**config.mk**
```make
export PLATFORM = sky130hd
export DESIGN_NAME = cia_cell
export DESIGN_NICKNAME = d
export VERILOG_FILES = /design/src/rtl/cia_pkg.sv /design/src/rtl/cia_cell.sv
export SDC_FILE = /design/constraint.sdc
export NUM_CORES = 1
export LEC_CHECK = 0
export ABC_AREA = 1
export CELL_PAD_IN_SITES_DETAIL_PLACEMENT = 1
export CELL_PAD_IN_SITES_GLOBAL_PLACEMENT = 2
export CORE_UTILIZATION = 34
export CTS_BUF_LIST = sky130_fd_sc_hd__clkbuf_16
export DETAILED_ROUTE_END_ITERATION = 16
export DONT_BUFFER_PORTS = 1
export PLACE_DENSITY_LB_ADDON = 0.1
export SYNTH_ARGS = -nofsm -noshare
export SYNTH_HDL_FRONTEND = slang
export SYNTH_SLANG_ARGS = --single-unit
```
**constraint.sdc**
```tcl
create_clock -name clk_i -period 0.8 [get_ports clk_i]
set_input_delay 0.16 -clock clk_i [delete_from_list [all_inputs] [get_ports clk_i]]
set_output_delay 0.16 -clock clk_i [all_outputs]
set_load 0.01 [all_outputs]
```
**src/rtl/cia_pkg.sv**
```systemverilog
`default_nettype none
package cia_pkg;

  localparam int unsigned DataWidth = 32;
  localparam int unsigned OpWidth   = 4;
  localparam int unsigned NumCells  = DataWidth;

  typedef enum logic [OpWidth-1:0] {
    OP_LT  = 4'd0,
    OP_GT  = 4'd1,
    OP_LE  = 4'd2,
    OP_GE  = 4'd3,
    OP_EQ  = 4'd4,
    OP_NE  = 4'd5,
    OP_ADD = 4'd6,
    OP_SUB = 4'd7,
    OP_MUL = 4'd8,
    OP_DIV = 4'd9,
    OP_MOD = 4'd10,
    OP_AND = 4'd11,
    OP_OR  = 4'd12,
    OP_NOT = 4'd13,
    OP_NEG = 4'd14,
    OP_NOP = 4'd15
  } op_e;

  // Work carried down the divider row, one restoring step per cell.
  typedef struct packed {
    logic                 vld;
    logic                 last;
    op_e                  op;
    logic                 neg_q;     // quotient sign
    logic                 neg_r;     // remainder sign (sign of first)
    logic                 div_zero;
    logic [DataWidth-1:0] rem;       // partial remainder
    logic [DataWidth-1:0] quo;       // dividend shifting out, quotient in
    logic [DataWidth-1:0] dvs;       // divisor magnitude
    logic [DataWidth-1:0] alt;       // result of non-divide ops
  } cia_work_t;

endpackage
`default_nettype wire

```
**src/rtl/cia_cell.sv**
```systemverilog
`default_nettype none
// One restoring divide step; the non-divide result rides along.
module cia_cell (
  input  wire logic               clk_i,
  input  wire logic               rst_ni,
  input  wire logic               en_i,
  input  cia_pkg::cia_work_t      work_i,
  output cia_pkg::cia_work_t      work_o
);

  cia_pkg::cia_work_t work_d, work_q;
  logic [cia_pkg::DataWidth:0] shifted;
  logic [cia_pkg::DataWidth:0] trial;

  always_comb begin
    shifted = {work_i.rem, work_i.quo[cia_pkg::DataWidth-1]};
    trial   = shifted - {1'b0, work_i.dvs};
    work_d  = work_i;
    if (!trial[cia_pkg::DataWidth]) begin
      work_d.rem = trial[cia_pkg::DataWidth-1:0];
      work_d.quo = {work_i.quo[cia_pkg::DataWidth-2:0], 1'b1};
    end else begin
      work_d.rem = shifted[cia_pkg::DataWidth-1:0];
      work_d.quo = {work_i.quo[cia_pkg::DataWidth-2:0], 1'b0};
    end
  end

  always_ff @(posedge clk_i or negedge rst_ni) begin
    if (!rst_ni) begin
      work_q <= '0;
    end else if (en_i) begin
      work_q <= work_d;
    end
  end

  assign work_o = work_q;

endmodule
`default_nettype wire

```
; Yosys cells after proc, flatten, opt, wreduce, memory -nomap -nowiden
; Index checks and enable logic that the tools add are counted.
[totals]
input_bits = 140
out_inout_bits = 137
ff_bits = 137
wordCells = 12
[classes]
n_addsub = 1
n_mux = 1
[op_table]
columns = cell, n
row1 = 64-bit two-way mux, 1
row2 = 33-bit by 32-bit subtractor with 33-bit output, 1

; Depth between registers and ports, before layout
[depth]
ltp_word = 2
depth_mapped = 18
mapped_depth_nobuf = 17

; Least setup slack after synthesis
; No wires, ideal clock.
[synth_timing]
path_kind = in2reg
startpoint = input port work_i[95] (netlist name)
endpoint = register work_q (netlist bit work_o[115])
n_path_buf = 1
stages = 18
setup_slack_ps = -1194
arrival_time_ps = 1878
setup_time_ps = 115
path_cell_list = inv_1 > ha_1 > fa_1 > inv_1 > nand2_1 > nand2_1 > nand3_1 > nand2_2 > nand2_2 > nand2_2 > nand2_4 > nand2_4 > nand2_4 > nand2_8 > buf_12 > nand2_2 > nand3_2 > nand2_2
[synth_between]
elab_chain_cells = 2
[synth_lines]
columns = element, line_no
row1 = "start, declared", cia_cell.sv:7  ; input cia_pkg::cia_work_t work_i,
row2 = 33-bit by 32-bit subtractor with 33-bit output, cia_cell.sv:17  ; trial = shifted - {1'b0, work_i.dvs};
row3 = 64-bit two-way mux, cia_cell.sv:19  ; if (!trial[cia_pkg::DataWidth]) begin
row4 = "end signal, assigned", cia_cell.sv:32  ; work_q <= work_d;
row5 = "end, declared", cia_cell.sv:11  ; cia_pkg::cia_work_t work_d, work_q;
; No other way between the ends.
; A chain may end at the register's enable or synchronous reset.

; Worst setup path after layout
[layout_timing]
startpoint = input port work_i[95] (netlist name)
endpoint = register work_q (netlist bit work_o[124])
; The elaborated chain is that of the path after synthesis.

==> metrics.yaml <==
status: "complete, but fails checks"
failed_checks: "negative hold slack, negative setup slack"
antenna_found_initial: 0
ioPinCount: 277
synth_area_leaders: "dfrtp_1 41%, nand2_1 26%, inv_1 7.5%"
routed_wl_um: 33900
setup_viol: 171
grt_use_total_pct: 26.1
total_power_mw: 23.9
drtAntennaViolNets: 0
worstPathCellList: "inv_12, ha_4, fa_2, inv_2, nand2_2, nand2_2, nand3_2, nand2_2, nand2_2, nand2_2, nand2_4, nand3_4, buf_12, buf_12, nand3_2, nand3_2, nand2_2"
critPathMaxFanout: 8
insertion_delay_ns: 0.43
nNetsFinal: 1743
end_kind: "register"
post-route-min-period_ns: 1.69
wl_per_cell_um: 17.8
num_vias: 9030
r2r-end: "work_o[122]$_DFFE_PN0P_"
area_growth_syn_to_layout_pct: 61.4
path_clk_slew_ns: 0.07
viasPerCell: 4.74
clock_skew_ns: 0
cts_root_buffer: "clkbuf_16"
ys_seq_elements: 137
postCtsHoldBufs: 107
drive_gt1_share_pct: 31.1
cts.sinks: 137
relSlewSlack_pct: 79.2
design.die.area_sq_um: 25400
drt_iter0_drc: 545
cp.required_ns: 1.12
cp_slowest_cell: "fa_2"
cts_buffers: 17
place.port_buffers: 0
rr_startpoint: "work_o[122]$_DFFE_PN0P_"
hold_slack_ns: -0.582
die_w_um: 159
regToRegSetupSlack_ns: -0.09
p_leak_nw: 7.19
pwr_density_cell_nw_per_um2: 1760
largest_reg_flops: 137
placed_area_sq_um: 10200
fin_crit_sh_pct: 211
overflow: 0
cpMostUsedCell: "nand2_2"
peakVddDrop_mv: 1.29
postSynthCellCount: 1227
diodes: 0
grt_pass1_vias: 9584
hold_path_class: "input pin to asynchronous set/reset pin"
first_pass_iters: 4
yosysTopAreaCellShare_pct: 40.8
rows: 57
start_util_pct: 34.6
fillCellCount: 2914
grt_max_degree: 138
cp.arrival_ns: 2.00
crit_type: "input pin to register"
syn_area_per_cell_sq_um: 6.86
final-max-slew-violation-count: 0
tightest_slew_ns: 0.311
max_cap_viol_count: 0
synth.net_count: 1400
finalInstanceArea_sq_um: 13600
reg2regPathDepth: 4
clk_path_buf_depth: 2
cp_num_buf_inv: 4
drc_errors: 0
setup_slack_ns: -0.886
ys_seq_area_share_pct: 40.8
htreeDepth: 4
coreArea_sq_um: 24300
ys_warn_count: 0
yosysTopAreaCell: "dfrtp_1"
cts_tree: "done"
dieHeight_um: 159
synthesis.area_sq_um: 8410
grt_pass1_wl_um: 52000
tns_ns: -61.79
ys_types: 36
timing.critical_path.from: "work_i[95]"
cp_top_family: "simple AND/OR/NAND/NOR gates"
rsz0062_at_grt: "yes"
max_clock_freq_mhz: 593
hpwl_um: 22300
start_kind: "input pin"
max_stage_delay_ns: 0.35
hold_viol: 232
place_congestion: 0.830
-- area by class of cell --
type                       count  area, sq um  area share [%]
multi-input combinational    883         5130            37.8
clock buffer                  17          425            3.13
sequential                   137         3430            25.3
clock inverter                15          133           0.977
tap                          324          405            2.99
timing repair buffer         356         3360            24.7
inverter                     175          694            5.11
-- cells by family (layout without fill, tap and decap cells) --
logic type	Yosys count	count (layout)	share of synthesized area, %
AOI/OAI and AO/OA	58	58	3.79
xor gates and xnor gates	10	10	1.04
adders and majority gates	33	33	5.00
buffers and inverters	211	563	10.0
DFF	137	137	40.8
and+or+nand+nor	778	782	39.4
-- placed cells by master, fill, tap and decap left out, types with 12 or more instances in the layout --
cell type	count
dfrtp_1	133
nand3_1	28
buf_4	167
nand2_1	540
ha_4	27
a21oi_1	14
o21ai_0	24
nand3_4	16
inv_1	158
nand2_4	12
clkbuf_16	18
nand3_2	40
buf_6	68
dlygate4sd3_1	107
nand3b_1	13
nand2_2	61
nor2_2	16
nor2_1	33
-- worst reg2reg max path: stages, from the launching register on --
cell and delay [ns]:
dfrtp_1 0.40, buf_4 0.14, buf_4 0.12, nand2_1 0.08, nand2_2 0.05
-- worst max path at each step --
stage	end	slack (ns)	cells past startpoint
2_1_floorplan	work_o[115]$_DFFE_PN0P_	-1.13	18
3_3_place_gp	work_o[118]$_DFFE_PN0P_	-1.26	15
3_5_place_dp	work_o[117]$_DFFE_PN0P_	-1.32	16
4_1_cts	work_o[124]$_DFFE_PN0P_	-0.78	17
5_1_grt	work_o[123]$_DFFE_PN0P_	-0.96	17
6_report	work_o[124]$_DFFE_PN0P_	-0.89	17
-- through the flow --
step           setup slack (ns)  util (%)  cells
6_report                 -0.886      55.8   1907
5_1_grt                  -0.959      55.8   1907
4_1_cts                  -0.783      52.6   1879
3_5_place_dp              -1.32      41.9   1706
3_3_place_gp              -1.26      41.9   1706
2_1_floorplan             -1.13         -   1227
-- synthesized netlist by cell type (all sizes together) --
master	number
a21o	2
nor3	4
a21oi	21
fa	1
xnor2	6
nor2	50
o21bai	2
dfrtp	137
ha	32
and3	1
clkbuf	24
nand3	84
xor2	4
o21ai	33
and2	4
nand3b	13
inv	174
nand4	6
nand2	616
buf	12
clkinv	1
-- metal layers --
metal / routed length (um) / up-vias / track usage [%] / part of all wire, %
met5: 0 / - / 0 / 0
met4: 974 / 0 / 9.57 / 2.9
met3: 1590 / 47 / 4.85 / 4.7
met2: 17100 / 240 / 46.1 / 51
met1: 14200 / 4335 / 31.6 / 42
li1: - / 4408 / - / -
-- timing repair --
item	in CTS	in global routing
gates resized for setup	133	124
buffers inserted	31	26
endpoints found under the setup margin	170	173
pin swaps	28	40
gates cloned	3	3
endpoints found under the hold margin	273	238
-- power by group --
group	switching, mW	leakage, nW	internal (mW)
logic	3.82	5.27	3.87
registers	0.771	1.65	7.69
clock network	3.68	0.270	4.09
total	8.27	7.19	15.7
Note: power is estimated with default switching activity, not from simulation.
