[src/rtl/cia_pkg.sv]
`default_nettype none
package cia_pkg;

  localparam int unsigned DataWidth = 32;
  localparam int unsigned OpWidth   = 4;
  localparam int unsigned NumCells  = DataWidth;

  typedef enum logic [OpWidth-1:0] {
    OP_LT  = 4'd0,
    OP_GT  = 4'd1,
    OP_LE  = 4'd2,
    OP_GE  = 4'd3,
    OP_EQ  = 4'd4,
    OP_NE  = 4'd5,
    OP_ADD = 4'd6,
    OP_SUB = 4'd7,
    OP_MUL = 4'd8,
    OP_DIV = 4'd9,
    OP_MOD = 4'd10,
    OP_AND = 4'd11,
    OP_OR  = 4'd12,
    OP_NOT = 4'd13,
    OP_NEG = 4'd14,
    OP_NOP = 4'd15
  } op_e;

  // Work carried down the divider row, one restoring step per cell.
  typedef struct packed {
    logic                 vld;
    logic                 last;
    op_e                  op;
    logic                 neg_q;     // quotient sign
    logic                 neg_r;     // remainder sign (sign of first)
    logic                 div_zero;
    logic [DataWidth-1:0] rem;       // partial remainder
    logic [DataWidth-1:0] quo;       // dividend shifting out, quotient in
    logic [DataWidth-1:0] dvs;       // divisor magnitude
    logic [DataWidth-1:0] alt;       // result of non-divide ops
  } cia_work_t;

endpackage
`default_nettype wire

[src/rtl/cia_front.sv]
`default_nettype none
// Entry stage: decodes the item, computes all non-divide ops including the
// multiply, and prepares operand magnitudes for the divider row.
module cia_front (
  input  wire logic                            clk_i,
  input  wire logic                            rst_ni,
  input  wire logic                            en_i,
  input  wire logic                            vld_i,
  input  wire logic [cia_pkg::OpWidth-1:0]     op_i,
  input  wire logic [cia_pkg::DataWidth-1:0]   first_i,
  input  wire logic [cia_pkg::DataWidth-1:0]   second_i,
  input  wire logic                            last_i,
  output cia_pkg::cia_work_t                   work_o
);

  localparam int unsigned W = cia_pkg::DataWidth;

  cia_pkg::cia_work_t work_d, work_q;
  cia_pkg::op_e       op;
  logic signed [W-1:0] a_s, b_s;
  logic               lt, gt, eq, a_nz, b_nz;
  logic [W-1:0]       one;

  always_comb begin
    op    = cia_pkg::op_e'(op_i);
    a_s   = first_i;
    b_s   = second_i;
    lt    = a_s < b_s;
    gt    = b_s < a_s;
    eq    = first_i == second_i;
    a_nz  = |first_i;
    b_nz  = |second_i;
    one   = {{(W-1){1'b0}}, 1'b1};

    work_d          = '0;
    work_d.vld      = vld_i;
    work_d.last     = last_i;
    work_d.op       = op;
    work_d.neg_r    = first_i[W-1];
    work_d.neg_q    = first_i[W-1] ^ second_i[W-1];
    work_d.div_zero = ~b_nz;
    work_d.rem      = '0;
    work_d.quo      = first_i[W-1] ? (W'(0) - first_i) : first_i;
    work_d.dvs      = second_i[W-1] ? (W'(0) - second_i) : second_i;

    unique case (op)
      cia_pkg::OP_LT:  work_d.alt = lt ? one : '0;
      cia_pkg::OP_GT:  work_d.alt = gt ? one : '0;
      cia_pkg::OP_LE:  work_d.alt = gt ? '0 : one;
      cia_pkg::OP_GE:  work_d.alt = lt ? '0 : one;
      cia_pkg::OP_EQ:  work_d.alt = eq ? one : '0;
      cia_pkg::OP_NE:  work_d.alt = eq ? '0 : one;
      cia_pkg::OP_ADD: work_d.alt = first_i + second_i;
      cia_pkg::OP_SUB: work_d.alt = first_i - second_i;
      cia_pkg::OP_MUL: work_d.alt = W'(first_i * second_i);
      cia_pkg::OP_AND: work_d.alt = (a_nz && b_nz) ? one : '0;
      cia_pkg::OP_OR:  work_d.alt = (a_nz || b_nz) ? one : '0;
      cia_pkg::OP_NOT: work_d.alt = a_nz ? '0 : one;
      cia_pkg::OP_NEG: work_d.alt = W'(0) - first_i;
      default:         work_d.alt = '0;
    endcase
  end

  always_ff @(posedge clk_i or negedge rst_ni) begin
    if (!rst_ni) begin
      work_q <= '0;
    end else if (en_i) begin
      work_q <= work_d;
    end
  end

  assign work_o = work_q;

endmodule
`default_nettype wire

[config.mk]
export PLATFORM = sky130hd
export DESIGN_NAME = cia_front
export DESIGN_NICKNAME = d
export VERILOG_FILES = /design/src/rtl/cia_pkg.sv /design/src/rtl/cia_front.sv
export SDC_FILE = /design/constraint.sdc
export NUM_CORES = 2
export LEC_CHECK = 0
export BUFFER_PORTS_ARGS = -buffer_cell sky130_fd_sc_hd__buf_2
export CORE_ASPECT_RATIO = 1.2
export CORE_MARGIN = 3
export CORE_UTILIZATION = 64
export CTS_BUF_LIST = sky130_fd_sc_hd__clkbuf_16
export DETAILED_ROUTE_END_ITERATION = 8
export PLACE_DENSITY = 0.86
export SLEW_MARGIN = 30
export SYNTH_ARGS = -nofsm -noshare
export SYNTH_HDL_FRONTEND = slang
export SYNTH_SLANG_ARGS = --single-unit
[constraint.sdc]
create_clock -name clk_i -period 1.37 [get_ports clk_i]
set_input_delay 0.0685 -clock clk_i [delete_from_list [all_inputs] [get_ports clk_i]]
set_output_delay 0.0685 -clock clk_i [all_outputs]
set_load 0.02 [all_outputs]
==> qor.csv, run 1 <==
stage,metric,value,unit
outcome,status,aborted with a tool error,
outcome,stop_stage,global routing,
outcome,error,[ERROR GRT-0116] Global routing finished with congestion. Check the congestion regions in the DRC Viewer.,
synth,postSynthCellCount,3054,
clock_network,cts_root_buf,clkbuf_16,
place,dp_cells,4281,
global_routing,grt_max_degree,71,
synth,ys_types,76,
synth,yosys_warnings,0,
global_routing,grt_pass1_vias,35490,
die,die_h,223.7,µm
global_routing,track_usage,0.7555,
synth,ys_ff_latch,105,
synth,synthFlopType,dfrtp_1,
die,boundaryPins,210,
synth,netlist_area,25280,µm²
synth,syn_avg_cell_area,8.278,µm²
clock_network,cts_buffers,9,
synth,synth-edff-count,0,
die,rows,79,
synth,async_flop_share,1.000,
global_routing,globalRouteOverflowTotal,2,
place,place_congestion,1.158,
die,start_util,0.6508,
place,place_hpwl,96650,µm
global_routing,grt_first_pass_wirelength,233100,µm
die,die_x,187.4,µm
clock_network,cts.sinks,105,
clock_network,clk_path_buf_depth,2,
clock_network,htreeDepth,3,
synth,seq_area_frac_synth,0.1039,
place,port_buffers,177,
-- through the flow --
stage          hold slack (ns)  setup TNS (ns)  setup slack, ns  cell area [µm²]
4_1_cts               0.005161         -154.24           -4.837            35270
3_5_place_dp           -0.1200         -212.88           -5.545            32710
3_3_place_gp           -0.1233         -207.43           -5.465            32710
2_1_floorplan          -0.2271         -147.92           -4.981            27060
-- cell families after synthesis --
family / count (synthesis) / share of synthesized area
AO/OA/AOI/OAI: 443 / 0.1135
flip-flops: 105 / 0.1039
XOR/XNOR: 199 / 0.06894
AND/OR/NAND/NOR: 969 / 0.1632
adder cells (fa/ha/maj): 631 / 0.4341
buffers and inverters: 685 / 0.1073
multiplexers: 21 / 0.008909
other: 1 / 0.0001483
-- Yosys cell counts, drive strengths merged (13+ instances only) --
cell type | number | area [µm²]
inv | 465 | 1745
o2bb2ai | 15 | 131.4
nor2 | 460 | 1727
a21oi | 149 | 745.7
nand3 | 28 | 140.1
nand2 | 312 | 1171
buf | 68 | 395.4
xor2 | 25 | 219.0
xnor2 | 174 | 1524
a21o | 28 | 210.2
ha | 221 | 2765
o31ai | 20 | 150.1
dfrtp | 105 | 2628
fa | 410 | 8208
o21a | 13 | 97.59
or3 | 25 | 156.4
a222oi | 14 | 140.1
nand2b | 20 | 132.6
nor3 | 39 | 195.2
nand4 | 19 | 118.9
a211oi | 13 | 97.59
clkinv | 21 | 78.83
o21ai | 82 | 410.4
clkbuf | 131 | 491.7
-- timing repair --
action | in CTS
cloned | 2
setup endpoints to repair | 86
pin swaps | 189
hold buffers | 5
hold endpoints to repair | 108
gates resized for setup | 411
buffers inserted | 61
-- per-layer routing --
layer,overflow,track usage
met1,0,0.7429
met5,0,0.2828
met2,0,0.9322
met3,0,0.5967
met4,2,0.7700
==> inputs of run 2 (changes only) <==
- CORE_ASPECT_RATIO: 1.2 -> unset
- CORE_UTILIZATION: 64 -> 40
- CTS_BUF_LIST: sky130_fd_sc_hd__clkbuf_16 -> unset
- PLACE_DENSITY: 0.86 -> unset
- PLACE_DENSITY_LB_ADDON: unset -> 0.15
==> qor.csv, run 2 <==
stage,metric,value,unit
worst_setup_path,slowest_stage,fa_2,
clock_network,clk_path_buf_depth,2,
sta,max_slew.worst_pin.slew,0.8336,ns
die,dieArea,66250,µm²
die,rows,91,
clock_network,path_clk_slew,0.10,ns
clock_network,clk_latency,0.40,ns
synth,synth-compound-area-share,0.1135,
worst_hold_path,hold_class,primary input to asynchronous set/reset pin,
final_layout,fill_cells,5507,
final_layout,nets,4603,
routing,drt-total-wl,128900,µm
die,start_util,0.4067,
synth,ys_types,76,
worst_setup_path,crit_top_cell,fa_1,
final_layout,largest_reg_flops,105,
sta,drv_slew,0,
global_routing,grt_pass1_vias,27180,
sta,worst_slack,-4.907,ns
clock_network,cts_buffers,9,
synth,netlist_area,25280,µm²
clock_network,cts_root_buf,clkbuf_16,
die,coreArea,62170,µm²
die,die_x,257.4,µm
global_routing,grt_first_pass_wirelength,185800,µm
synth,synth_top_family_by_area,adder cells,
flow_run,drv_cap,0,
worst_setup_path,cp-start-kind,primary input,
global_routing,globalRouteOverflowTotal,0,
final_layout,mostFrequentLayoutCell,buf_4,
worst_setup_path,worstSetupEndpointType,flop,
synth,seq_area_frac_synth,0.1039,
sta,max_slew_margin,0.4370,
routing,drt_iter0_drc,2557,
synth,async_flop_share,1.000,
final_layout,final_cell_mix,"buf_4 (701), inv_1 (416), nor2_1 (384)",
synth,synth-edff-count,0,
worst_setup_path,ff2ff_path_depth,5,
final_layout,area_delta_synth_final,46.78,%
worst_setup_path,reg2reg_to,work_o[31]$_DFFE_PN0P_,
sta,fin_crit_sh,4.581,
routing,drc,0,
clock_network,htreeDepth,3,
global_routing,antenna_found_initial,7,
synth,ys_ff_latch,105,
sta,hold_viol_final,0,
synth,yosysTopAreaCell,fa_1,
outcome,status,"finished, violations left",
global_routing,track_usage,0.3866,
synth,synthFlopType,dfrtp_1,
synth,synth_fa_ha_area_frac,0.4341,
global_routing,grt_max_degree,85,
outcome,violations,setup timing,
place,place_congestion,0.9985,
routing,drtPass1Iterations,6,
clock_network,cts.sinks,105,
worst_setup_path,max_stage_delay,0.58,ns
die,die_h,257.4,µm
worst_setup_path,crit_path_max_fanout,10,
worst_setup_path,required,1.65,ns
synth,synth-xor-area-share,0.06894,
synth,synth_top_area_frac,0.3247,
routing,routedWlPerCell,27.16,µm
die,boundaryPins,210,
place,port_buffers,177,
worst_setup_path,arrival,6.55,ns
sta,setup_viol,83,
worst_setup_path,worstSetupPathType,primary input to flop,
worst_setup_path,r2r_slack,-0.22,ns
routing,final_antenna_net_count,0,
synth,muxShareOfSynthArea,0.008909,
routing,avgViaCountPerCell,5.500,
worst_setup_path,reg2reg_from,work_o[31]$_DFFE_PN0P_,
place,place_hpwl,107900,µm
clock_network,tritoncts,done,
synth,synth_area_leaders,"fa_1 (32%), ha_1 (11%), dfrtp_1 (10%)",
synth,synthSimpleGateAreaFrac,0.1632,
synth,synthTopCellsByCount,"nor2_1 (460), inv_1 (458), fa_1 (410)",
synth,yosysMostFrequentCell,nor2_1,
sta,layout_min_cycle_time,6.277,ns
sta,fmax,159.3,MHz
sta,finalSetupTns,-164.19,ns
routing,vias,26110,
final_layout,drive_above_1_share,0.3819,
synth,postSynthCellCount,3054,
synth,yosys_warnings,0,
synth,syn_avg_cell_area,8.278,µm²
sta,grt_setup_unrepaired,yes,
sta,skew,0,ns
[run 2: cell counts after synthesis]
Identical to the previous run, type by type.
[run 2: final cells by class]
class / count / area (µm²) / area share
diodes: 6 / 15.01 / 0.0004046
clock buffers: 10 / 229.0 / 0.006171
clock inverters: 6 / 62.56 / 0.001686
inverters: 486 / 2101 / 0.05662
multi-input cells: 2295 / 22780 / 0.6140
flip-flops and latches: 105 / 2628 / 0.07081
well taps: 837 / 1047 / 0.02822
repair buffers: 998 / 8213 / 0.2213
repair inverters: 4 / 28.78 / 0.0007756
[run 2: through the flow]
| stage | util | cells | area [µm²] | worst slack (ns) | hold slack, ns |
|---|---|---|---|---|---|
| after floorplan | - | 3085 | 27060 | -4.981 | -0.2271 |
| after global placement | 0.5388 | 4643 | 33490 | -5.825 | -0.08137 |
| after detailed placement | 0.5388 | 4643 | 33490 | -5.769 | -0.08160 |
| after CTS | 0.5827 | 4716 | 36220 | -4.863 | 0.008108 |
| after global routing | 0.5967 | 4743 | 37100 | -5.043 | 0.03732 |
| final | 0.5969 | 4747 | 37110 | -4.907 | 0.02348 |
[run 2: cell families after synthesis]
| group | count (synthesis) |
|---|---|
| AND/OR/NAND/NOR | 969 |
| multiplexers | 21 |
| AO/OA/AOI/OAI | 443 |
| buffers and inverters | 685 |
| adder cells (fa/ha/maj) | 631 |
| other | 1 |
| XOR/XNOR | 199 |
| flip-flops | 105 |
[run 2: how the worst max path moves through the flow]
| stage | slack (ns) | start | cells past startpoint | endpoint |
|---|---|---|---|---|
| after detailed placement | -5.77 | second_i[7] | 27 | work_o[18]$_DFFE_PN0P_ |
| after CTS | -4.86 | second_i[2] | 22 | work_o[27]$_DFFE_PN0P_ |
| final | -4.91 | first_i[5] | 26 | work_o[25]$_DFFE_PN0P_ |
| after global placement | -5.82 | second_i[7] | 27 | work_o[18]$_DFFE_PN0P_ |
| after floorplan | -4.98 | first_i[12] | 27 | work_o[28]$_DFFE_PN0P_ |
| after global routing | -5.04 | first_i[5] | 26 | work_o[25]$_DFFE_PN0P_ |
[run 2: what timing repair did]
item                                    CTS  global route
cloned                                    3             1
endpoints found under the hold margin   108             0
endpoints found under the setup margin   89            84
hold buffers                              4             0
buffers inserted                         57            33
pin swaps                               176           120
resized for setup                       415           147
[run 2: critical path: cells and delay by family]
family | cells | cell delay, ns
AO/OA/AOI/OAI | 6 | 1.01
buffers and inverters | 9 | 1.08
adder cells (fa/ha/maj) | 9 | 3.94
AND/OR/NAND/NOR | 2 | 0.42
[run 2: per-layer routing]
metal	up-vias	share of wire	track usage
met5	-	0.00024	0
met4	6	0.050	0.1572
met3	236	0.10	0.1001
met2	1328	0.43	0.5851
met1	13260	0.41	0.5280
li1	11280	-	-
Power of run 2 is left out: the tool's default activity adds up to more than one toggle a clock period on the data nets, which glitch-free logic cannot reach.
